File: src/rtl/core/pidr_pkg.sv
`timescale 1ns / 1ps
// ----------------------------------------------------------------------------
// pidr_pkg - shared types, constants and saturating helpers
// Q16.16 number format, register indexes, multiplier shift codes and
// the saturate / magnitude-to-signed functions used by the datapath.
// ----------------------------------------------------------------------------
package pidr_pkg;

	localparam int DW      = 32;            // data word
	localparam int FRAC    = 16;            // fraction bits
	localparam int MAG_W   = DW + FRAC;     // magnitude of a scaled product or dividend
	localparam int MUL_LAT = 3;             // shared multiplier latency in cycles

	typedef logic signed [DW-1:0] q_t;      // signed Q16.16
	typedef logic        [DW-2:0] uq_t;     // unsigned period / time constant
	typedef logic        [MAG_W-1:0] mag_t;

	localparam q_t Q_MAX = {1'b0, {(DW-1){1'b1}}};
	localparam q_t Q_MIN = {1'b1, {(DW-1){1'b0}}};

	// configuration register indexes
	localparam int REG_IDX_W = 3;
	typedef logic [REG_IDX_W-1:0] reg_idx_t;
	localparam reg_idx_t REG_GAIN_P   = 3'd0;
	localparam reg_idx_t REG_GAIN_I   = 3'd1;
	localparam reg_idx_t REG_GAIN_D   = 3'd2;
	localparam reg_idx_t REG_TAU      = 3'd3;
	localparam reg_idx_t REG_FLOOR    = 3'd4;
	localparam reg_idx_t REG_CEILING  = 3'd5;
	localparam reg_idx_t REG_PERIOD   = 3'd6;

	// register reset values
	localparam q_t  RST_GAIN_P  = 32'sd65536;
	localparam q_t  RST_GAIN_I  = 32'sd0;
	localparam q_t  RST_GAIN_D  = 32'sd0;
	localparam uq_t RST_TAU     = 31'd655;
	localparam q_t  RST_FLOOR   = -32'sd65536;
	localparam q_t  RST_CEILING = 32'sd65536;
	localparam uq_t RST_PERIOD  = 31'd7;

	// product scaling: by FRAC, by FRAC-1 (doubled term), by FRAC+1 (halved term)
	typedef enum logic [1:0] {
		SHR_FRAC,
		SHR_FRAC_LO,
		SHR_FRAC_HI
	} shr_t;

	function automatic q_t sat_add(input q_t a, input q_t b);
		logic [DW:0] s;
		s = {a[DW-1], a} + {b[DW-1], b};
		if (s[DW] != s[DW-1])
			sat_add = s[DW] ? Q_MIN : Q_MAX;
		else
			sat_add = s[DW-1:0];
	endfunction

	function automatic q_t sat_sub(input q_t a, input q_t b);
		logic [DW:0] s;
		s = {a[DW-1], a} - {b[DW-1], b};
		if (s[DW] != s[DW-1])
			sat_sub = s[DW] ? Q_MIN : Q_MAX;
		else
			sat_sub = s[DW-1:0];
	endfunction

	// sign and magnitude back to a saturated signed word
	function automatic q_t from_mag(input logic neg, input mag_t m);
		logic big;
		logic [DW-1:0] lo;
		big = |m[MAG_W-1:DW-1];
		lo  = m[DW-1:0];
		if (neg)
			from_mag = big ? Q_MIN : q_t'(-lo);
		else
			from_mag = big ? Q_MAX : q_t'(lo);
	endfunction

	function automatic logic [DW-1:0] magn(input q_t a);
		magn = a[DW-1] ? (~a + 1'b1) : a;
	endfunction

endpackage

File: src/rtl/core/pidr_mul_unit.sv
`timescale 1ns / 1ps
// ----------------------------------------------------------------------------
// pidr_mul_unit - shared fixed-point multiplier
// Three-stage pipeline: magnitudes, 32x32 product, round half away from
// zero with a selectable right shift and saturation. Accepts an operand
// pair every cycle.
// ----------------------------------------------------------------------------
module pidr_mul_unit (
	input  logic                  clk,
	input  pidr_pkg::q_t          a,
	input  pidr_pkg::q_t          b,
	input  pidr_pkg::shr_t        shr,
	output pidr_pkg::q_t          p
);

	logic                          neg_s1, neg_s2;
	logic [pidr_pkg::DW-1:0]       ma_s1, mb_s1;
	pidr_pkg::shr_t                shr_s1, shr_s2;
	logic [2*pidr_pkg::DW-1:0]     prod_s2;
	pidr_pkg::q_t                  p_s3;
	logic [2*pidr_pkg::DW-1:0]     scaled;

	always_ff @(posedge clk) begin
		neg_s1  <= a[pidr_pkg::DW-1] ^ b[pidr_pkg::DW-1];
		ma_s1   <= pidr_pkg::magn(a);
		mb_s1   <= pidr_pkg::magn(b);
		shr_s1  <= shr;
		prod_s2 <= ma_s1 * mb_s1;
		neg_s2  <= neg_s1;
		shr_s2  <= shr_s1;
		p_s3    <= pidr_pkg::from_mag(neg_s2, scaled[pidr_pkg::MAG_W-1:0]);
	end

	// product magnitude is at most 2^62, so the rounding add cannot carry out
	always_comb begin
		case (shr_s2)
			pidr_pkg::SHR_FRAC:
				scaled = (prod_s2 + (64'd1 << (pidr_pkg::FRAC - 1))) >> pidr_pkg::FRAC;
			pidr_pkg::SHR_FRAC_LO:
				scaled = (prod_s2 + (64'd1 << (pidr_pkg::FRAC - 2))) >> (pidr_pkg::FRAC - 1);
			pidr_pkg::SHR_FRAC_HI:
				scaled = (prod_s2 + (64'd1 << pidr_pkg::FRAC)) >> (pidr_pkg::FRAC + 1);
			default:
				scaled = '0;
		endcase
	end

	assign p = p_s3;

endmodule

File: config.mk
export PLATFORM = sky130hd
export DESIGN_NAME = pidr_mul_unit
export DESIGN_NICKNAME = d
export VERILOG_FILES = /design/src/rtl/core/pidr_pkg.sv /design/src/rtl/core/pidr_mul_unit.sv
export SDC_FILE = /design/constraint.sdc
export NUM_CORES = 2
export LEC_CHECK = 0
export BUFFER_PORTS_ARGS = -buffer_cell sky130_fd_sc_hd__buf_2
export CAP_MARGIN = 15
export CELL_PAD_IN_SITES_DETAIL_PLACEMENT = 0
export CELL_PAD_IN_SITES_GLOBAL_PLACEMENT = 2
export CORE_MARGIN = 2
export CORE_UTILIZATION = 45
export DETAILED_ROUTE_END_ITERATION = 16
export GPL_ROUTABILITY_DRIVEN = 0
export PLACE_DENSITY = 0.88
export SETUP_SLACK_MARGIN = 0.15
export SLEW_MARGIN = 20
export SYNTH_ARGS = -nofsm -noshare
export SYNTH_HDL_FRONTEND = slang
export SYNTH_SLANG_ARGS = --single-unit
File: constraint.sdc
create_clock -name clk -period 17.1 [get_ports clk]
set_input_delay 1.71 -clock clk [delete_from_list [all_inputs] [get_ports clk]]
set_output_delay 1.71 -clock clk [all_outputs]
set_load 0.01 [all_outputs]
==> flow_metrics.py <==
metrics = {
    "finish": {
        "fillerInstances": 8842,
        "post_route_cells_drive_above_1_share_pct": 5.41,
        "area_delta_synth_final_pct": 4.29,
        "finish.net_count": 5794,
    },
    "worst_setup_path": {
        "crit_path_top_delay_cell": "dfxtp_2",
        "critical_path.endpoint_type": "flip-flop",
        "reg_to_reg_startpoint": "ma_s1[16]",
        "required_ps": 17530,
        "worstReg2RegEnd": "prod_s2[63]",
        "worstSetupStartpointType": "flip-flop",
        "cp_slowest_stage_delay_ps": 920,
        "cp_common_cell": "fa_1",
        "critPathMaxFanout": 32,
        "worst_case_register_to_register_setup_slack_ps": 8480,
        "critical_path_class": "reg -> reg",
        "arrival_ps": 9050,
        "r2r.worst_path.cells": 25,
    },
    "yosys": {
        "synthTopCellsByCount": "903 x inv_1, 895 x fa_1, 598 x and2_1, 597 x nand2_1, 265 x ha_1",
        "syn-instance-count": 4690,
        "mean_syn_cell_area_um2": 8.88,
        "synth-seq-cells": 152,
        "area_contributors_post_synth": "fa_1 43%, and2_1 9.0%, inv_1 8.1%",
        "yosys_warnings": 0,
        "synth_largest_type_area_fraction_pct": 43.0,
        "postSynth.topFlopCell": "dfxtp_1",
        "synth_enable_flop_cells": 0,
        "synthMostInstantiatedCell": "inv_1",
        "netlist_area_before_placement_um2": 41700,
        "postSynthNetCount": 5917,
        "async_flop_share_pct": 0,
        "netlist-cell-type-count": 81,
        "synth.yosys.seq_area_share_pct": 7.30,
        "yosysTopAreaCell": "fa_1",
    },
    "global_route": {
        "track_usage_pct": 26.0,
        "maximum_number_of_pins_on_one_net_before_global_route_repair": 62,
        "globalRouteOverflowTotal": 0,
        "grt_antenna_before_repair": 5,
        "first_pass_grt_wire_length_um": 189000,
        "first_global_vias": 32919,
    },
    "routing": {
        "routed_wire_length_per_instance_um": 20.6,
        "detailed_routing_iteration_count_for_the_pre_antenna_repair_pass": 6,
        "drt-vias-per-instance": 5.40,
        "drt_drc_violations_left": 0,
        "detailed_route_wire_length_um": 119000,
        "detailroute.via_count": 31127,
        "first_iter_violations": 2058,
        "detail-route-antenna-nets": 0,
    },
    "worst_hold_path": {
        "timing.hold.worst.start": "shr_s1[0]",
        "timing.hold.worst_endpoint": "shr_s2[0]",
        "holdCritPathClass": "reg -> reg",
        "min_delay_path_depth": 0,
    },
    "clock_tree": {
        "cts_hold_buf": 0,
        "max_buffers_root_to_sink": 2,
        "cts.sinks": 152,
        "cts_buffer_count": 17,
        "cts_htree_levels": 4,
        "worst_skew_pair.late_latency_ps": 500,
        "ctsRootBufferMaster": "clkbuf_16",
        "post_cts_resized": 0,
        "worst_setup_hold_path_clk_slew_ps": 70,
        "tritoncts": "done",
        "post_cts_buffers": 0,
    },
    "job": {
        "max_cap_violations": 0,
    },
    "timing": {
        "final_slew_violations": 0,
        "finalSetupViolCount": 0,
        "worst_setup_margin_ps": 8480,
        "hold_viol": 0,
        "post-route-min-period_ps": 8620,
        "worst_slew_pin_slew_ps": 1020,
        "timing.fmax_ghz": 0.116,
        "fin_tns_setup_ps": 0,
        "grt_setup_unrepaired": "no",
        "fin_skew_ps": 12.4,
        "post-route-period-util_pct": 50.4,
        "maxSlewHeadroom_pct": 32.1,
    },
    "floorplanning": {
        "die_area_um2": 95000,
        "initial_util_pct": 45.4,
        "die_w_um": 308,
        "fp.coreArea_um2": 91700,
        "dieHeight_um": 308,
        "num_rows": 111,
        "design.portCount": 99,
    },
    "placed_design": {
        "count_of_buffers_from_port_buffering": 98,
        "dp.final_hpwl_um": 87300,
        "post_placement_setup_slack_ps": 8540,
    },
    "outcome": {
        "status": "completed",
    },
}
[metal layers]
layer  global-route usage [%]  wire [µm]
met5                        0         22
met3                     6.49      10200
met1                     36.4      52900
met2                     40.5      53400
met4                     6.36       2510
[logic make-up (layout without fill, tap and decap cells)]
kind of cell | Yosys count | after routing | synth area share (%)
simple gates | 1576 | 1576 | 19.6
buf+inv | 1189 | 1079 | 10.9
fa+ha+maj | 1160 | 1160 | 51.0
compound gates | 379 | 379 | 6.06
xor+xnor | 170 | 170 | 3.57
flops | 152 | 152 | 7.30
mux | 64 | 64 | 1.60
other cells | 0 | 1 | 0
[flip-flops by register name, indices dropped and copies added (netlist names)]
| name | flops |
|---|---|
| prod_s2 | 50 |
| neg_s1 | 1 |
| shr_s2 | 2 |
| neg_s2 | 1 |
| shr_s1 | 2 |
| mb_s1 | 32 |
| ma_s1 | 32 |
| p | 32 |
[worst max-delay path: cells and delay by family, from the launching register on]
family	cells	cell delay, ps
AND/OR/NAND/NOR	2	330
flip-flops	1	920
buffers and inverters	4	200
AO/OA/AOI/OAI	9	2530
adder cells (fa/ha/maj)	9	4370
XOR/XNOR	1	180
[cell type report]
type / instances / area [µm²] / share of cell area [%]
multi-input combinational: 3349 / 34100 / 78.5
timing repair buffer: 143 / 828 / 1.91
sequential: 152 / 3080 / 7.10
tap: 1186 / 1480 / 3.42
inverter: 904 / 3390 / 7.81
clock buffer: 18 / 429 / 0.988
antenna: 1 / 2.50 / 0.00576
clock inverter: 14 / 136 / 0.314
[per-stage QoR]
step                      util [%]  std cells  instance area, µm²  hold slack, ps
final                         47.4       5767               43400             327
after CTS                     47.4       5766               43400             329
after global placement        46.8       5734               42900             314
after floorplan                  -       4690               41700             310
after detailed placement      46.8       5734               42900             313
after global routing          47.4       5766               43400             337
[worst max-delay path by stage]
| stage | startpoint | endpoint | slack [ps] |
|---|---|---|---|
| 2_1_floorplan | mb_s1[11] | prod_s2[63] | 9750 |
| 3_3_place_gp | mb_s1[17] | prod_s2[63] | 8630 |
| 3_5_place_dp | ma_s1[16] | prod_s2[63] | 8540 |
| 4_1_cts | ma_s1[16] | prod_s2[63] | 8540 |
| 5_1_grt | ma_s1[16] | prod_s2[63] | 8160 |
| 6_report | ma_s1[16] | prod_s2[63] | 8480 |
[placed cells by master, fill, tap and decap left out, types with 64 or more instances in the layout]
master,instances
inv_1,903
fa_1,895
and2_1,598
nand2_1,597
ha_1,265
dfxtp_1,119
xnor2_1,116
buf_2,98
a21oi_1,85
nor2_1,83
o21ai_0,65
nand3_1,64
Power is left out: the tool's default activity adds up to more than one toggle a clock period on the data nets, which glitch-free logic cannot reach.
