### src/rtl/core/pidr_pkg.sv
`timescale 1ns / 1ps
// ----------------------------------------------------------------------------
// pidr_pkg - shared types, constants and saturating helpers
// Q16.16 number format, register indexes, multiplier shift codes and
// the saturate / magnitude-to-signed functions used by the datapath.
// ----------------------------------------------------------------------------
package pidr_pkg;

	localparam int DW      = 32;            // data word
	localparam int FRAC    = 16;            // fraction bits
	localparam int MAG_W   = DW + FRAC;     // magnitude of a scaled product or dividend
	localparam int MUL_LAT = 3;             // shared multiplier latency in cycles

	typedef logic signed [DW-1:0] q_t;      // signed Q16.16
	typedef logic        [DW-2:0] uq_t;     // unsigned period / time constant
	typedef logic        [MAG_W-1:0] mag_t;

	localparam q_t Q_MAX = {1'b0, {(DW-1){1'b1}}};
	localparam q_t Q_MIN = {1'b1, {(DW-1){1'b0}}};

	// configuration register indexes
	localparam int REG_IDX_W = 3;
	typedef logic [REG_IDX_W-1:0] reg_idx_t;
	localparam reg_idx_t REG_GAIN_P   = 3'd0;
	localparam reg_idx_t REG_GAIN_I   = 3'd1;
	localparam reg_idx_t REG_GAIN_D   = 3'd2;
	localparam reg_idx_t REG_TAU      = 3'd3;
	localparam reg_idx_t REG_FLOOR    = 3'd4;
	localparam reg_idx_t REG_CEILING  = 3'd5;
	localparam reg_idx_t REG_PERIOD   = 3'd6;

	// register reset values
	localparam q_t  RST_GAIN_P  = 32'sd65536;
	localparam q_t  RST_GAIN_I  = 32'sd0;
	localparam q_t  RST_GAIN_D  = 32'sd0;
	localparam uq_t RST_TAU     = 31'd655;
	localparam q_t  RST_FLOOR   = -32'sd65536;
	localparam q_t  RST_CEILING = 32'sd65536;
	localparam uq_t RST_PERIOD  = 31'd7;

	// product scaling: by FRAC, by FRAC-1 (doubled term), by FRAC+1 (halved term)
	typedef enum logic [1:0] {
		SHR_FRAC,
		SHR_FRAC_LO,
		SHR_FRAC_HI
	} shr_t;

	function automatic q_t sat_add(input q_t a, input q_t b);
		logic [DW:0] s;
		s = {a[DW-1], a} + {b[DW-1], b};
		if (s[DW] != s[DW-1])
			sat_add = s[DW] ? Q_MIN : Q_MAX;
		else
			sat_add = s[DW-1:0];
	endfunction

	function automatic q_t sat_sub(input q_t a, input q_t b);
		logic [DW:0] s;
		s = {a[DW-1], a} - {b[DW-1], b};
		if (s[DW] != s[DW-1])
			sat_sub = s[DW] ? Q_MIN : Q_MAX;
		else
			sat_sub = s[DW-1:0];
	endfunction

	// sign and magnitude back to a saturated signed word
	function automatic q_t from_mag(input logic neg, input mag_t m);
		logic big;
		logic [DW-1:0] lo;
		big = |m[MAG_W-1:DW-1];
		lo  = m[DW-1:0];
		if (neg)
			from_mag = big ? Q_MIN : q_t'(-lo);
		else
			from_mag = big ? Q_MAX : q_t'(lo);
	endfunction

	function automatic logic [DW-1:0] magn(input q_t a);
		magn = a[DW-1] ? (~a + 1'b1) : a;
	endfunction

endpackage

### src/rtl/core/pidr_div_unit.sv
`timescale 1ns / 1ps
// ----------------------------------------------------------------------------
// pidr_div_unit - iterative fixed-point divider
// (num << FRAC) / den, truncated toward zero and saturated. Restoring
// division, two quotient bits per cycle over the 48-bit dividend.
// ----------------------------------------------------------------------------
module pidr_div_unit (
	input  logic           clk,
	input  logic           arst_n,
	input  logic           start,
	input  pidr_pkg::q_t   num,
	input  pidr_pkg::uq_t  den,
	output logic           done,
	output pidr_pkg::q_t   quot
);

	localparam int DIV_STEPS = pidr_pkg::MAG_W / 2;
	localparam int CNT_W     = $clog2(DIV_STEPS);
	localparam logic [CNT_W-1:0] CNT_LAST = CNT_W'(DIV_STEPS - 1);

	logic                       busy_q, done_q, neg_q;
	logic [CNT_W-1:0]           cnt_q;
	pidr_pkg::uq_t              d_q, rem_q;
	pidr_pkg::mag_t             quo_q;

	logic [pidr_pkg::DW-1:0]    r1, r2, r1_sub, r2_sub;
	logic                       ge1, ge2;
	pidr_pkg::uq_t              r1s, r2s;
	pidr_pkg::mag_t             q1, q2;
	logic [pidr_pkg::DW-1:0]    mag;

	assign mag = pidr_pkg::magn(num);

	always_comb begin
		r1     = {rem_q, quo_q[pidr_pkg::MAG_W-1]};
		r1_sub = r1 - {1'b0, d_q};
		ge1    = r1 >= {1'b0, d_q};
		r1s    = ge1 ? r1_sub[pidr_pkg::DW-2:0] : r1[pidr_pkg::DW-2:0];
		q1     = {quo_q[pidr_pkg::MAG_W-2:0], ge1};
		r2     = {r1s, q1[pidr_pkg::MAG_W-1]};
		r2_sub = r2 - {1'b0, d_q};
		ge2    = r2 >= {1'b0, d_q};
		r2s    = ge2 ? r2_sub[pidr_pkg::DW-2:0] : r2[pidr_pkg::DW-2:0];
		q2     = {q1[pidr_pkg::MAG_W-2:0], ge2};
	end

	always_ff @(posedge clk or negedge arst_n) begin
		if (!arst_n) begin
			busy_q <= 1'b0;
			done_q <= 1'b0;
			cnt_q  <= '0;
		end else begin
			done_q <= 1'b0;
			if (start) begin
				busy_q <= 1'b1;
				cnt_q  <= '0;
			end else if (busy_q) begin
				cnt_q <= cnt_q + 1'b1;
				if (cnt_q == CNT_LAST) begin
					busy_q <= 1'b0;
					done_q <= 1'b1;
				end
			end
		end
	end

	// quotient bits shift in from the bottom as dividend bits leave the top
	always_ff @(posedge clk) begin
		if (start) begin
			d_q   <= den;
			rem_q <= '0;
			quo_q <= {mag, {pidr_pkg::FRAC{1'b0}}};
			neg_q <= num[pidr_pkg::DW-1];
		end else if (busy_q) begin
			rem_q <= r2s;
			quo_q <= q2;
		end
	end

	assign done = done_q;
	assign quot = pidr_pkg::from_mag(neg_q, quo_q);

endmodule

### config.mk
export PLATFORM = sky130hd
export DESIGN_NAME = pidr_div_unit
export DESIGN_NICKNAME = d
export VERILOG_FILES = /design/src/rtl/core/pidr_pkg.sv /design/src/rtl/core/pidr_div_unit.sv
export SDC_FILE = /design/constraint.sdc
export NUM_CORES = 1
export LEC_CHECK = 0
export BUFFER_PORTS_ARGS = -buffer_cell sky130_fd_sc_hd__buf_2
export CORE_ASPECT_RATIO = 0.6
export CORE_MARGIN = 5
export CORE_UTILIZATION = 55
export CTS_CLUSTER_DIAMETER = 120
export CTS_CLUSTER_SIZE = 12
export DETAILED_ROUTE_END_ITERATION = 8
export PLACE_DENSITY = 0.75
export SLEW_MARGIN = 20
export SYNTH_ARGS = -nofsm -noshare
export SYNTH_HDL_FRONTEND = slang
export SYNTH_SLANG_ARGS = --single-unit
### constraint.sdc
create_clock -name clk -period 7.4 [get_ports clk]
set_input_delay 1.48 -clock clk [delete_from_list [all_inputs] [get_ports clk]]
set_output_delay 1.48 -clock clk [all_outputs]
set_load 0.02 [all_outputs]
==> impl_metrics.tcl <==
set metrics [dict create \
    rsz0062_at_grt "no" \
    diodes 0 \
    antenna_found_initial 0 \
    yosysUniqueCellTypes 67 \
    fin_crit_sh_pct 92.2 \
    syn_area_per_cell_um2 8.47 \
    fmax_mhz 147 \
    numCtsBuffers 17 \
    drt_pass1_iterations 5 \
    final_nets 1353 \
    required_ns 7.66 \
    synth_cells 1147 \
    ff_latch_area_mm2 0.00304 \
    netlist_area_mm2 0.00971 \
    multi_input_area_mm2 0.00627 \
    finalPower_uw 5040 \
    postCtsSetupBuffers 0 \
    synth_edf_count 64 \
    clockBufferDepth 2 \
    ctsHoldBuffers 0 \
    drv_cap 0 \
    grt_pass1_wl_um 43600 \
    clkLatencyLatePin_ns 0.43 \
    dp_hpwl_um 20100 \
    worst_ep_arrival_time_ns 7.09 \
    grt_pass1_vias 8152 \
    vdd_drop_max_mv 0.239 \
    dr_total_vias 9032 \
    setup_tns_ns 0 \
    hold_viol_final 0 \
    hp-class "flip-flop to flip-flop" \
    drt_iter0_drc 1185 \
    synthToLayoutAreaGrowth_pct 12.7 \
    finalMaxSlewViolations 0 \
    overflow 0 \
    status "finished clean" \
    max_slew_margin_pct 37.3 \
    power_leakage_uw 0.00491 \
    yosys_most_used_dff "edfxtp_1" \
    worstSetupPathType "flip-flop to flip-flop" \
    final_cell_mix "nor2_1, buf_2, a21oi_1" \
    ant_nets 0 \
    start_util_pct 56.4 \
    core_area_mm2 0.0172 \
    cts_tree "done" \
    grt_start_max_net_pins 85 \
    cts.repair.resized 0 \
    fin_skew_ns 0.0112 \
    clk_pin_slew_worst_paths_ns 0.06 \
    tightest_slew_ns 0.940 \
    setup_violations 0 \
    yosysWarnings 0 \
    wl_um 26900 \
    ys_ff_latch 118 \
    nFillCells 1504 \
    drc 0 \
    gp_congestion 0.937 \
    numPortBuffers 98 \
    via_per_inst 6.16 \
    synth_nets 1280 \
    synth-seq-area-share_pct 31.3 \
    cp_max_fo 31 \
    cts_htree_levels 4 \
    layout-drive-gt1-share_pct 13.5 \
    rows 37 \
    routedWlPerCell_um 18.4 \
    critPathCaptureType "flip-flop" \
    die_y_um 113 \
    die_w_um 182 \
    final_common_cell "nor2_1" \
    cts.sinks 118 \
    startpoint_type "flip-flop" \
    cellPowerDensity_mw_per_mm2 460 \
    rrSetupSlack_ns 0.57 \
    cts-root-buf "clkbuf_16" \
    fp.dieArea_mm2 0.0205 \
    fin_crit_ns 6.83 \
    ioPinCount 99 \
    grt.total_usage_pct 26.0 \
    ys_async_sr_fraction_pct 5.93 \
]
final timing paths:
kind | startpoint | to | cells after the start
min in group asynchronous | arst_n | busy_q$_DFF_PN0_ | 1
worst max-delay path | quo_q[47]$_DFFE_PP_ | rem_q[28]$_SDFFE_PP0P_ | 24
worst max register to register | quo_q[47]$_DFFE_PP_ | rem_q[28]$_SDFFE_PP0P_ | 24
worst min register to register | rem_q[30]$_SDFFE_PP0P_ | rem_q[30]$_SDFFE_PP0P_ | 2
worst min-delay path | rem_q[30]$_SDFFE_PP0P_ | rem_q[30]$_SDFFE_PP0P_ | 2
max in group asynchronous | arst_n | busy_q$_DFF_PN0_ | 1
per-stage QoR:
step	instance area [µm²]	hold WS, ns	instances	setup slack, ns	util (%)
6_report	10900	0.496	1467	0.574	63.6
5_1_grt	10900	0.540	1467	0.0535	63.6
4_1_cts	10900	0.498	1467	0.693	63.5
3_5_place_dp	10400	0.487	1435	0.700	60.2
3_3_place_gp	10400	0.485	1435	0.905	60.2
2_1_floorplan	9710	0.462	1147	1.72	-
layout make-up:
cell class	instances	share of cell area, %
clock buffer	22	4.63
clock inverter	10	0.606
inverter	60	2.06
multi-input combinational	918	57.3
sequential	118	27.8
tap	234	2.67
timing repair buffer	105	4.98
cell families (layout without fill, tap and decap cells):
| logic type | after synthesis | count (layout) | share of synthesized area, % |
|---|---|---|---|
| muxes | 37 | 37 | 3.98 |
| and+or+nand+nor | 365 | 365 | 18.2 |
| DFF | 118 | 118 | 31.3 |
| xor gates and xnor gates | 103 | 103 | 9.29 |
| buffers and inverters | 111 | 197 | 4.31 |
| AOI/OAI and AO/OA | 346 | 346 | 24.2 |
| adders and majority gates | 67 | 67 | 8.78 |
power breakdown:
| part | switching (µW) | total, µW | internal [µW] | leakage (µW) |
|---|---|---|---|---|
| Combinational | 1910 | 3300 | 1390 | 0.00347 |
| Sequential | 115 | 939 | 825 | 0.00115 |
| Clock | 312 | 797 | 485 | 0.000287 |
| Total | 2340 | 5040 | 2700 | 0.00491 |
routing by layer:
layer	share of wire [%]	global-route usage, %	vias up
li1	-	-	4397
met1	50	42.4	4165
met2	38	32.9	445
met3	12	7.71	25
met4	0.88	5.55	0
met5	0	0	-
synth_stat cells, drive strengths merged, types with 9 or more instances:
master	instances	area, µm²
ha	65	813
o21a	16	120
nand2	77	292
o21ai	72	360
nand2b	17	114
nor3	22	110
a21oi	78	390
a31oi	9	56.3
a311oi	10	87.6
clkbuf	49	184
mux2i	24	240
a21o	27	203
mux2	13	146
a22o	29	254
dfxtp	47	941
nor2	139	522
inv	60	225
a211oi	35	263
o31ai	14	119
nand3	22	110
nand4	13	81.3
and3	10	62.6
or3	13	86.3
or4	11	90.1
edfxtp	64	1920
nor4	11	75.1
xnor2	67	587
o211ai	10	80.1
xor2	36	315
registers in the layout, summed over array words and instances (netlist names):
signal	count
done	1
rem_q	31
neg_q	1
quo_q	48
d_q	31
cnt_q	5
busy_q	1
worst max-delay path, cell delays in order (launching register included):
cell      delay (ns)
edfxtp_1        0.41
inv_1           0.08
ha_1            0.14
inv_1           0.05
fa_1            0.43
a211oi_1        0.29
o21ai_0         0.20
a41o_1          0.33
a211o_1         0.35
a221oi_2        0.30
nand2_1         0.44
buf_4           0.42
mux2_2          0.33
ha_1            0.41
and4_1          0.28
nand3_1         0.13
nor3_1          0.16
o211ai_1        0.14
a31oi_1         0.34
o32ai_4         0.13
buf_4           0.19
o211ai_4        0.32
buf_4           0.39
mux2i_1         0.26
a211oi_1        0.09
Power figures use the tool's default switching activity.
